**src/hdl/dfs_ram.sv**
```systemverilog
`timescale 1ns / 1ps
// Generic single-port-write, single-port-read RAM with registered read.
// Depends on nothing.
module dfs_ram #(
    parameter int WIDTH = 8,
    parameter int DEPTH = 16
) (
    input  logic                     clk,
    input  logic                     we,
    input  logic [$clog2(DEPTH)-1:0] waddr,
    input  logic [WIDTH-1:0]         wdata,
    input  logic [$clog2(DEPTH)-1:0] raddr,
    output logic [WIDTH-1:0]         rdata
);
    logic [WIDTH-1:0] mem [DEPTH];

    always_ff @(posedge clk)
    begin
        if (we)
        begin
            mem[waddr] <= wdata;
        end
        rdata <= mem[raddr];
    end
endmodule

```
**config.mk**
```make
export PLATFORM = sky130hd
export DESIGN_NAME = dfs_ram
export DESIGN_NICKNAME = d
export VERILOG_FILES = /design/src/hdl/dfs_ram.sv
export SDC_FILE = /design/constraint.sdc
export NUM_CORES = 1
export LEC_CHECK = 0
export BUFFER_PORTS_ARGS = -buffer_cell sky130_fd_sc_hd__buf_2
export CORE_MARGIN = 2
export CORE_UTILIZATION = 35
export CTS_CLUSTER_SIZE = 24
export DETAILED_ROUTE_END_ITERATION = 12
export GPL_ROUTABILITY_DRIVEN = 0
export PLACE_DENSITY = 0.55
export SLEW_MARGIN = 20
export SYNTH_ARGS = -nofsm -noshare
export SYNTH_HDL_FRONTEND = slang
export SYNTH_SLANG_ARGS = --single-unit
```
**constraint.sdc**
```tcl
create_clock -name clk -period 3.2 [get_ports clk]
set_input_delay 0.16 -clock clk [delete_from_list [all_inputs] [get_ports clk]]
set_output_delay 0.16 -clock clk [all_outputs]
set_load 0.02 [all_outputs]
```
==> metrics, run 1 <==
first-pass GRT wire length 15.66 mm; Ports 26; Layout area overhead 17.40%; hpwl dp 6.278 mm; via-per-instance ratio 5.131; Final Hold Fails 0; DRT Pass-1 Iters 4; sequential fraction of the synthesis area 77.78%; Netlist cell types 19; row count 44; Peak supply drop 0.3964 mV; Inserted Clock Buffers 17; Iter 0 DRT Violations 200; Vias 2386; fin crit period 1614 ps; hold_ws 131.4 ps; # resized after CTS 0; min-delay worst type primary input to register; Synthesis Warnings 0; fillers 1270; post-layout util 41.90%; share of cells above drive strength 1 27.76%; skew final 7.516 ps; fin crit share 50.43%; Crit Path Max Fanout 22; antenna cells 0; final max-slew violation count 0; final setup margin 1586 ps; initial antenna violation count 0; Crit Path Class primary input to register; Worst slew margin 35.45%; total power per unit cell area 680.9 nW/um^2; max-cap violations 0; GRT overflow 0; Avg Inst Size Synth 22.48 sq um; CTS root buf clkbuf_16; Worst Max-Slew Pin Slew 964.7 ps; pin count of the biggest net entering global routing 33; wire per inst 21.80 microns; unrepaired setup endpoints after global routing false; Worst EP required 3490 ps; Critical Path End Type register; Core Region 14420 sq um; H-tree depth 4; Total Wirelength 10.14 mm; Die Span Y 125.3 microns; leakage power 0.001996 uW; Fin Setup TNS 0 ps; largest buffer count on any clock path 2; Cell Area, Synth 5147 sq um; syn nets 247; FMAX 0.6197 GHz; hold buffer count at cts 0; Power Total 4115 uW; clock sink count 136; CP Data Arrival Time 1900 ps; Die Wd 125.3 microns; Worst-Skew Late Latency 410 ps; Syn Inst Count 229; CP Launch Type primary input; GRT Overall Usage 13.90%; Final Setup Violations 0; initial core utilization 35.69%; drc violations 0; Place WS 1134 ps; CTS tree yes; post-route ant nets 0; Final nets 286; Synth Register Bits 136; status finished, final reports clean; total setup buffers inserted after CTS 0; vias in the first global route 2512; Port Buffers 25; Worst-path clk slew 60 ps; full die area 15690 sq um
## layout by cell type (no fill, tap or decap)
master      synthesis  routed
clkinv_1            0       4
edfxtp_1          128     128
nand3b_1            2       2
nand3_1             1       1
buf_4               1       5
and2_1              1       1
clkbuf_16           0      17
nor3_1              4       3
or3b_2              1       1
clkinv_2            0       3
dfxtp_1             8       8
mux4_1             14      14
nand2b_1            2       2
nor2_1             13      13
and2b_1             1       1
a22oi_1            16      16
buf_2               3      25
nor3_2              0       1
inv_6               0       1
bufinv_16           0       3
clkinvlp_4          0       4
nor2b_1             1       1
nand2_1             9       9
mux4_2             18      18
## cells in the mapped netlist
master / count / area (sq um)
a22oi_1: 16 / 120.1
and2_1: 1 / 6.260
and2b_1: 1 / 7.510
buf_2: 3 / 15.01
buf_4: 1 / 7.510
buf_6: 3 / 33.78
clkdlybuf4s25_2: 3 / 30.03
dfxtp_1: 8 / 160.2
edfxtp_1: 128 / 3844
mux4_1: 14 / 367.9
mux4_2: 18 / 405.4
nand2_1: 9 / 33.78
nand2b_1: 2 / 12.51
nand3_1: 1 / 5.000
nand3b_1: 2 / 15.01
nor2_1: 13 / 48.80
nor2b_1: 1 / 6.260
nor3_1: 4 / 20.02
or3b_2: 1 / 8.760
## routing by layer
layer | wire length [microns] | global-route usage, % | vias to the layer above
met4 | 130 | 6.013 | 0
met1 | 4919 | 20.51 | 1239
met2 | 4514 | 19.73 | 85
met5 | 0 | 0 | -
li1 | - | - | 1053
met3 | 571 | 3.380 | 9
## sequential cells by signal, summed over array words and instances (netlist names)
name	count
mem	128
rdata	8
## path summary, 6_finish.rpt
kind / startpoint / to / slack [ps] / depth (start not counted)
max: raddr[0] / rdata[3] / 1590 / 5
min: wdata[0] / mem[0][0] / 130 / 1
max reg2reg: mem[2][5] / rdata[5] / 1790 / 3
min reg2reg: mem[14][2] / rdata[2] / 660 / 3
## worst max-delay path, cell delays in order
cell     delay [ps]
buf_2           560
buf_4           320
mux4_1          580
a22oi_1         200
nand2_1          60
## metrics by stage
stage	cell area, sq um	instances
2_1_floorplan	5147	229
3_3_place_gp	5459	433
3_5_place_dp	5459	433
4_1_cts	6043	465
5_1_grt	6043	465
6_report	6043	465
## cell type report
class                   instances  area (sq um)  area share (%)
multi-input cells              83          1062           17.58
repair buffers                 30         162.7           2.692
well taps                     184         230.2           3.810
clock inverters                15         158.9           2.629
clock buffers                  17         425.4           7.039
flip-flops and latches        136          4004           66.25
## kinds of logic (layout without fill, tap and decap cells)
kind of cell           count (synthesis)  count (layout)  synth area share [%]
AOI/OAI and AO/OA                     16              16                 2.334
DFF                                  136             136                 77.78
and+or+nand+nor                       35              35                 3.184
buffers and inverters                 10              62                 1.677
muxes                                 32              32                 15.02
## where the power goes
part	internal, uW	leakage, uW	switching, uW
logic	73.2	0.000497	118
clock network	1210	0.000275	711
registers	1990	0.00122	10.8
total	3280	0.00200	840
No activity file was read; power rests on OpenSTA's default activity.
==> inputs of run 2 (changes only) <==
clock period = 1.5 ns   (was 3.2 ns; I/O delays follow)
==> metrics, run 2 (synthesized netlist as in run 1, its figures left out) <==
status finished, final reports clean (unchanged); max reg flops 128 (unchanged); drc violations 0 (unchanged); final max-slew violation count 0 (unchanged); H-tree depth 4 (unchanged); Final Setup Violations 0 (unchanged); post-route ant nets 0 (unchanged); Fin Setup TNS 0 ps (unchanged); clock sink count 136 (unchanged); hpwl dp 6.454 mm (was 6.278 mm); largest buffer count on any clock path 2 (unchanged); Hold Path Origin wdata[0] (unchanged); total power per unit cell area 1398 nW/um^2 (was 680.9 nW/um^2); vias in the first global route 2636 (was 2512); Regs by FF count mem: 128 flops, rdata: 8 flops (unchanged); Crit Path Max Fanout 1 (was 22); Worst slew margin 38.18% (was 35.45%); final setup margin 73.55 ps (was 1586 ps); Power Total 8729 uW (was 4115 uW); CTS tree yes (unchanged); total setup buffers inserted after CTS 0 (unchanged); hold path cells 1 (unchanged); row count 44 (unchanged); wire per inst 20.52 microns (was 21.80 microns); Iter 0 DRT Violations 154 (was 200); first-pass GRT wire length 15.62 mm (was 15.66 mm); Critical Path End Type register (unchanged); pin count of the biggest net entering global routing 24 (was 33); Total Wirelength 9.992 mm (was 10.14 mm); min-delay worst type primary input to register (unchanged); DRT Pass-1 Iters 5 (was 4); Ports 26 (unchanged); most frequent cells in the layout edfxtp_1, buf_2, buf_4 (was edfxtp_1, buf_2, mux4_2); post-layout util 43.29% (was 41.90%); Worst-Skew Late Latency 410 ps (about the same); Worst Max-Slew Pin Slew 925.4 ps (was 964.7 ps); Crit Path Class register to register (was primary input to register); Core Region 14420 sq um (unchanged); Worst-path clk slew 60 ps (about the same); Layout area overhead 21.29% (was 17.40%); Place WS -13.96 ps (was 1134 ps); Final Hold Fails 0 (unchanged); Vias 2418 (was 2386); Port Buffers 25 (unchanged); unrepaired setup endpoints after global routing false (unchanged); full die area 15690 sq um (unchanged); leakage power 0.002131 uW (was 0.001996 uW); Peak supply drop 0.8103 mV (was 0.3964 mV); Hold Crit Endpoint mem[5][0] (was mem[0][0]); via-per-instance ratio 4.965 (was 5.131); skew final 8.949 ps (was 7.516 ps); initial core utilization 35.69% (unchanged); Inserted Clock Buffers 17 (unchanged); CP Launch Type register (was primary input); fin crit share 95.10%; GRT overflow 0 (unchanged); R2R Setup Slk 70 ps (was 1790 ps); CP Data Arrival Time 1720 ps (was 1900 ps); antenna cells 0 (unchanged); Die Wd 125.3 microns (unchanged); # resized after CTS 0 (unchanged); share of cells above drive strength 1 32.01% (was 27.76%); Worst EP required 1790 ps (was 3490 ps); r2r worst-path depth 4 (was 3); FMAX 0.7010 GHz; reg2reg start mem[2][2] (was mem[2][5]); commonest non-fill, non-tap cell in the layout edfxtp_1 (unchanged); largest reg by FF count mem (unchanged); Inst Count DP 455 (was 433); fin crit period 1426 ps; GRT Overall Usage 13.76% (was 13.90%); hold buffer count at cts 0 (unchanged); max-cap violations 0 (unchanged); CTS root buf clkbuf_16 (unchanged); fin cells 487 (was 465); initial antenna violation count 0 (unchanged); reg2reg end rdata[2] (was rdata[5]); Final nets 308 (was 286); Die Span Y 125.3 microns (unchanged)
run 2: worst max-delay path by stage:
stage / cells past startpoint / endpoint / startpoint / slack, ps
floorplan: 2 / mem[3][0] / waddr[2] / 160
global placement: 5 / rdata[1] / raddr[0] / -20
detailed placement: 5 / rdata[1] / raddr[0] / -10
CTS: 4 / rdata[2] / mem[2][2] / 60
global route: 3 / rdata[5] / mem[1][5] / 20
finish: 4 / rdata[2] / mem[2][2] / 70
run 2: area by class of cell:
cell class	instances	area (sq um)
fillers	1294	8180
flip-flops and latches	136	4004
multi-input cells	83	1062
clock buffers	20	436.7
repair buffers	52	377.9
well taps	184	230.2
clock inverters	12	132.6
run 2: where the power goes:
group          switching, uW  internal (uW)  total [uW]
clock                   1430           2570        4010
sequential              22.1           4250        4270
combinational            259            190         449
total                   1710           7010        8730
run 2: metrics by stage:
stage | instance area (sq um) | hold WS [ps]
after floorplan | 5152 | 173.9
after global placement | 5674 | 459.0
after detailed placement | 5674 | 472.5
after CTS | 6243 | 27.16
after global routing | 6243 | 36.66
final | 6243 | 51.31
run 2: critical path, cell delays in order, from the launching register on:
cell and delay [ps]:
edfxtp_1 360, mux4_1 500, a22oi_1 240, buf_4 160, nand2_1 50
run 2: per-layer routing:
metal  part of all wire, %  global-route usage (%)
met2                    48                   21.20
met1                    49                   18.57
met4                  0.71                   4.314
met3                   2.7                   4.750
met5                     0                       0
==> inputs of run 3 (changes only) <==
--- a/config.mk
+++ b/config.mk
@@ -6,11 +6,11 @@
 export NUM_CORES = 1
 export LEC_CHECK = 0
-export BUFFER_PORTS_ARGS = -buffer_cell sky130_fd_sc_hd__buf_2
 export CORE_MARGIN = 2
 export CORE_UTILIZATION = 35
 export CTS_CLUSTER_SIZE = 24
 export DETAILED_ROUTE_END_ITERATION = 12
+export DONT_BUFFER_PORTS = 1
 export GPL_ROUTABILITY_DRIVEN = 0
-export PLACE_DENSITY = 0.55
+export PLACE_DENSITY = 0.54
 export SLEW_MARGIN = 20
 export SYNTH_ARGS = -nofsm -noshare
==> constraint.sdc (replaced) <==
create_clock -name clk -period 1.5 [get_ports clk]
set_input_delay 0.225 -clock clk [delete_from_list [all_inputs] [get_ports clk]]
set_output_delay 0.225 -clock clk [all_outputs]
set_load 0.02 [all_outputs]
==> metrics, run 3 (synthesized netlist as in run 1, its figures left out) <==
CTS tree yes (unchanged); Ports 26 (unchanged); Inst Count DP 420 (was 455); Total Wirelength 10.51 mm (was 9.992 mm); Core Region 14420 sq um (unchanged); row count 44 (unchanged); hold path cells 3 (was 1); R2R Setup Slk 90 ps (was 70 ps); share of cells above drive strength 1 22.46% (was 32.01%); CTS root buf clkbuf_16 (unchanged); CP Launch Type register (unchanged); status finished, final reports clean (unchanged); clock sink count 136 (unchanged); Seq pwr share 48.0% (was 49.0%); CP Data Arrival Time 1710 ps (was 1720 ps); crit-path cells mux4_1 > a22oi_1 > nand2_1 (was mux4_1 > a22oi_1 > buf_4 > nand2_1); skew final 4.788 ps (was 8.949 ps); Final Setup Violations 0 (unchanged); leakage power 0.002021 uW (was 0.002131 uW); vias in the first global route 2518 (was 2636); Gate power share 3.5% (was 5.1%); largest buffer count on any clock path 2 (unchanged); Die Span Y 125.3 microns (unchanged); max reg flops 128 (unchanged); post-layout util 42.44% (was 43.29%); unrepaired setup endpoints after global routing false (unchanged); total power per unit cell area 1468 nW/um^2 (was 1398 nW/um^2); GRT overflow 0 (unchanged); most frequent cells in the layout edfxtp_1, mux4_2, clkbuf_16, buf_4, a22oi_1 (was edfxtp_1, buf_2, buf_4); initial antenna violation count 0 (unchanged); DRT Pass-1 Iters 4 (was 5); Regs by FF count mem: 128 flops, rdata: 8 flops (unchanged); Final Hold Fails 0 (unchanged); antenna cells 0 (unchanged); Final nets 281 (was 308); Die Wd 125.3 microns (unchanged); grt met1 use 20.43% (was 18.57%); Top delay family on crit path multiplexers (unchanged); Clk pwr share 48.5% (was 45.9%); Worst Max-Slew Pin Slew 716.6 ps (was 925.4 ps); met3 Use GR 4.878% (was 4.750%); Crit Path Max Fanout 1 (unchanged); # resized after CTS 0 (unchanged); Crit Path Class register to register (unchanged); Worst EP required 1800 ps (was 1790 ps); Vias 2350 (was 2418); met2 GRT Util 20.81% (was 21.20%); post-route ant nets 0 (unchanged); Worst-path clk slew 50 ps (was 60 ps); wire per inst 22.85 microns (was 20.52 microns); Layout area overhead 18.91% (was 21.29%); slowest stage delay, CP 550 ps (was 500 ps); Worst slew margin 52.07% (was 38.18%); fin crit period 1414 ps (was 1426 ps); FMAX 0.7072 GHz (was 0.7010 GHz); sw power 1676 uW (was 1715 uW); Port Buffers 0 (was 25); min-delay worst type primary input to register (unchanged); Worst-Skew Late Latency 420 ps (was 410 ps); FF/Latch Area 4004 sq um (unchanged); Fin Setup TNS 0 ps (unchanged); first-pass GRT wire length 15.97 mm (was 15.62 mm); initial core utilization 35.69% (unchanged); GRT Overall Usage 14.49% (was 13.76%); final max-slew violation count 0 (unchanged); fillers 1292 (was 1294); H-tree depth 4 (unchanged); via-per-instance ratio 5.109 (was 4.965); full die area 15690 sq um (unchanged); fin crit share 94.27% (was 95.10%); total stage count of the critical path 3 (was 4); gr busiest metal met2 (unchanged); Switching Share 18.66% (was 19.64%); max-cap violations 0 (unchanged); commonest non-fill, non-tap cell in the layout edfxtp_1 (unchanged); Iter 0 DRT Violations 170 (was 154); hpwl dp 6.446 mm (was 6.454 mm); Peak supply drop 0.7067 mV (was 0.8103 mV); pin count of the biggest net entering global routing 33 (was 24); total setup buffers inserted after CTS 0 (unchanged); CP max stage cell mux4_1 (unchanged); r2r worst-path depth 3 (was 4); Internal 7309 uW (was 7014 uW); Inserted Clock Buffers 17 (unchanged); Multi-input gate area 1062 sq um (unchanged); drc violations 0 (unchanged); buffer and inverter count on the worst path 0 (was 1); largest reg by FF count mem (unchanged); Critical Path End Type register (unchanged); fin cells 460 (was 487)
-- run 3: cell types whose count changed in the layout (fill, tap and decap cells not counted), sizes merged --
cell,change
clkinv,-1
dlygate4sd3,+8
bufinv,+2
clkinvlp,-1
buf,-35
-- run 3: metal layers --
metal  routed length [microns]  vias to the layer above
met5                         0                        -
met4                       184                        0
met3                       604                       16
met2                      4861                       64
met1                      4861                     1226
li1                          -                     1044
-- run 3: path summary, 6_finish.rpt --
check / from / end
worst min register to register: mem[8][5] / rdata[5]
worst max register to register: mem[8][3] / rdata[3]
worst min-delay path: raddr[1] / rdata[3]
worst max-delay path: mem[8][3] / rdata[3]
-- run 3: layout make-up --
class | count | area share (%)
Sequential cell | 136 | 65.41
Timing Repair Buffer | 25 | 3.393
Clock buffer | 20 | 7.134
Multi-Input combinational cell | 83 | 17.35
Clock inverter | 12 | 2.944
Tap cell | 184 | 3.761
-- run 3: worst register-to-register path, stage by stage (launching register included) --
cell and delay, ps:
edfxtp_1 370, mux4_1 550, a22oi_1 310, nand2_1 80
-- run 3: power groups by stage --
stage	clock (uW)	combinational, uW	sequential [uW]
after floorplan	0	216	4380
after detailed placement	0	245	4400
after global placement	0	244	4390
after global routing	4590	338	4320
after CTS	4410	317	4320
final	4360	312	4320
-- run 3: timing repair --
| action | CTS | global route |
|---|---|---|
| hold endpoints to repair | 128 | 0 |
| hold buffers | 8 | 0 |
| setup endpoints to repair | 0 | 0 |
-- run 3: stage by stage --
step	hold slack, ps	total power, uW	setup WS, ps	cell area [sq um]
6_report	127.3	8985	85.97	6121
5_1_grt	118.6	9249	39.56	6121
4_1_cts	100.1	9048	69.89	6121
3_5_place_dp	324.8	4640	74.91	5424
3_3_place_gp	325.0	4636	76.81	5424
2_1_floorplan	323.9	4593	8.854	5152
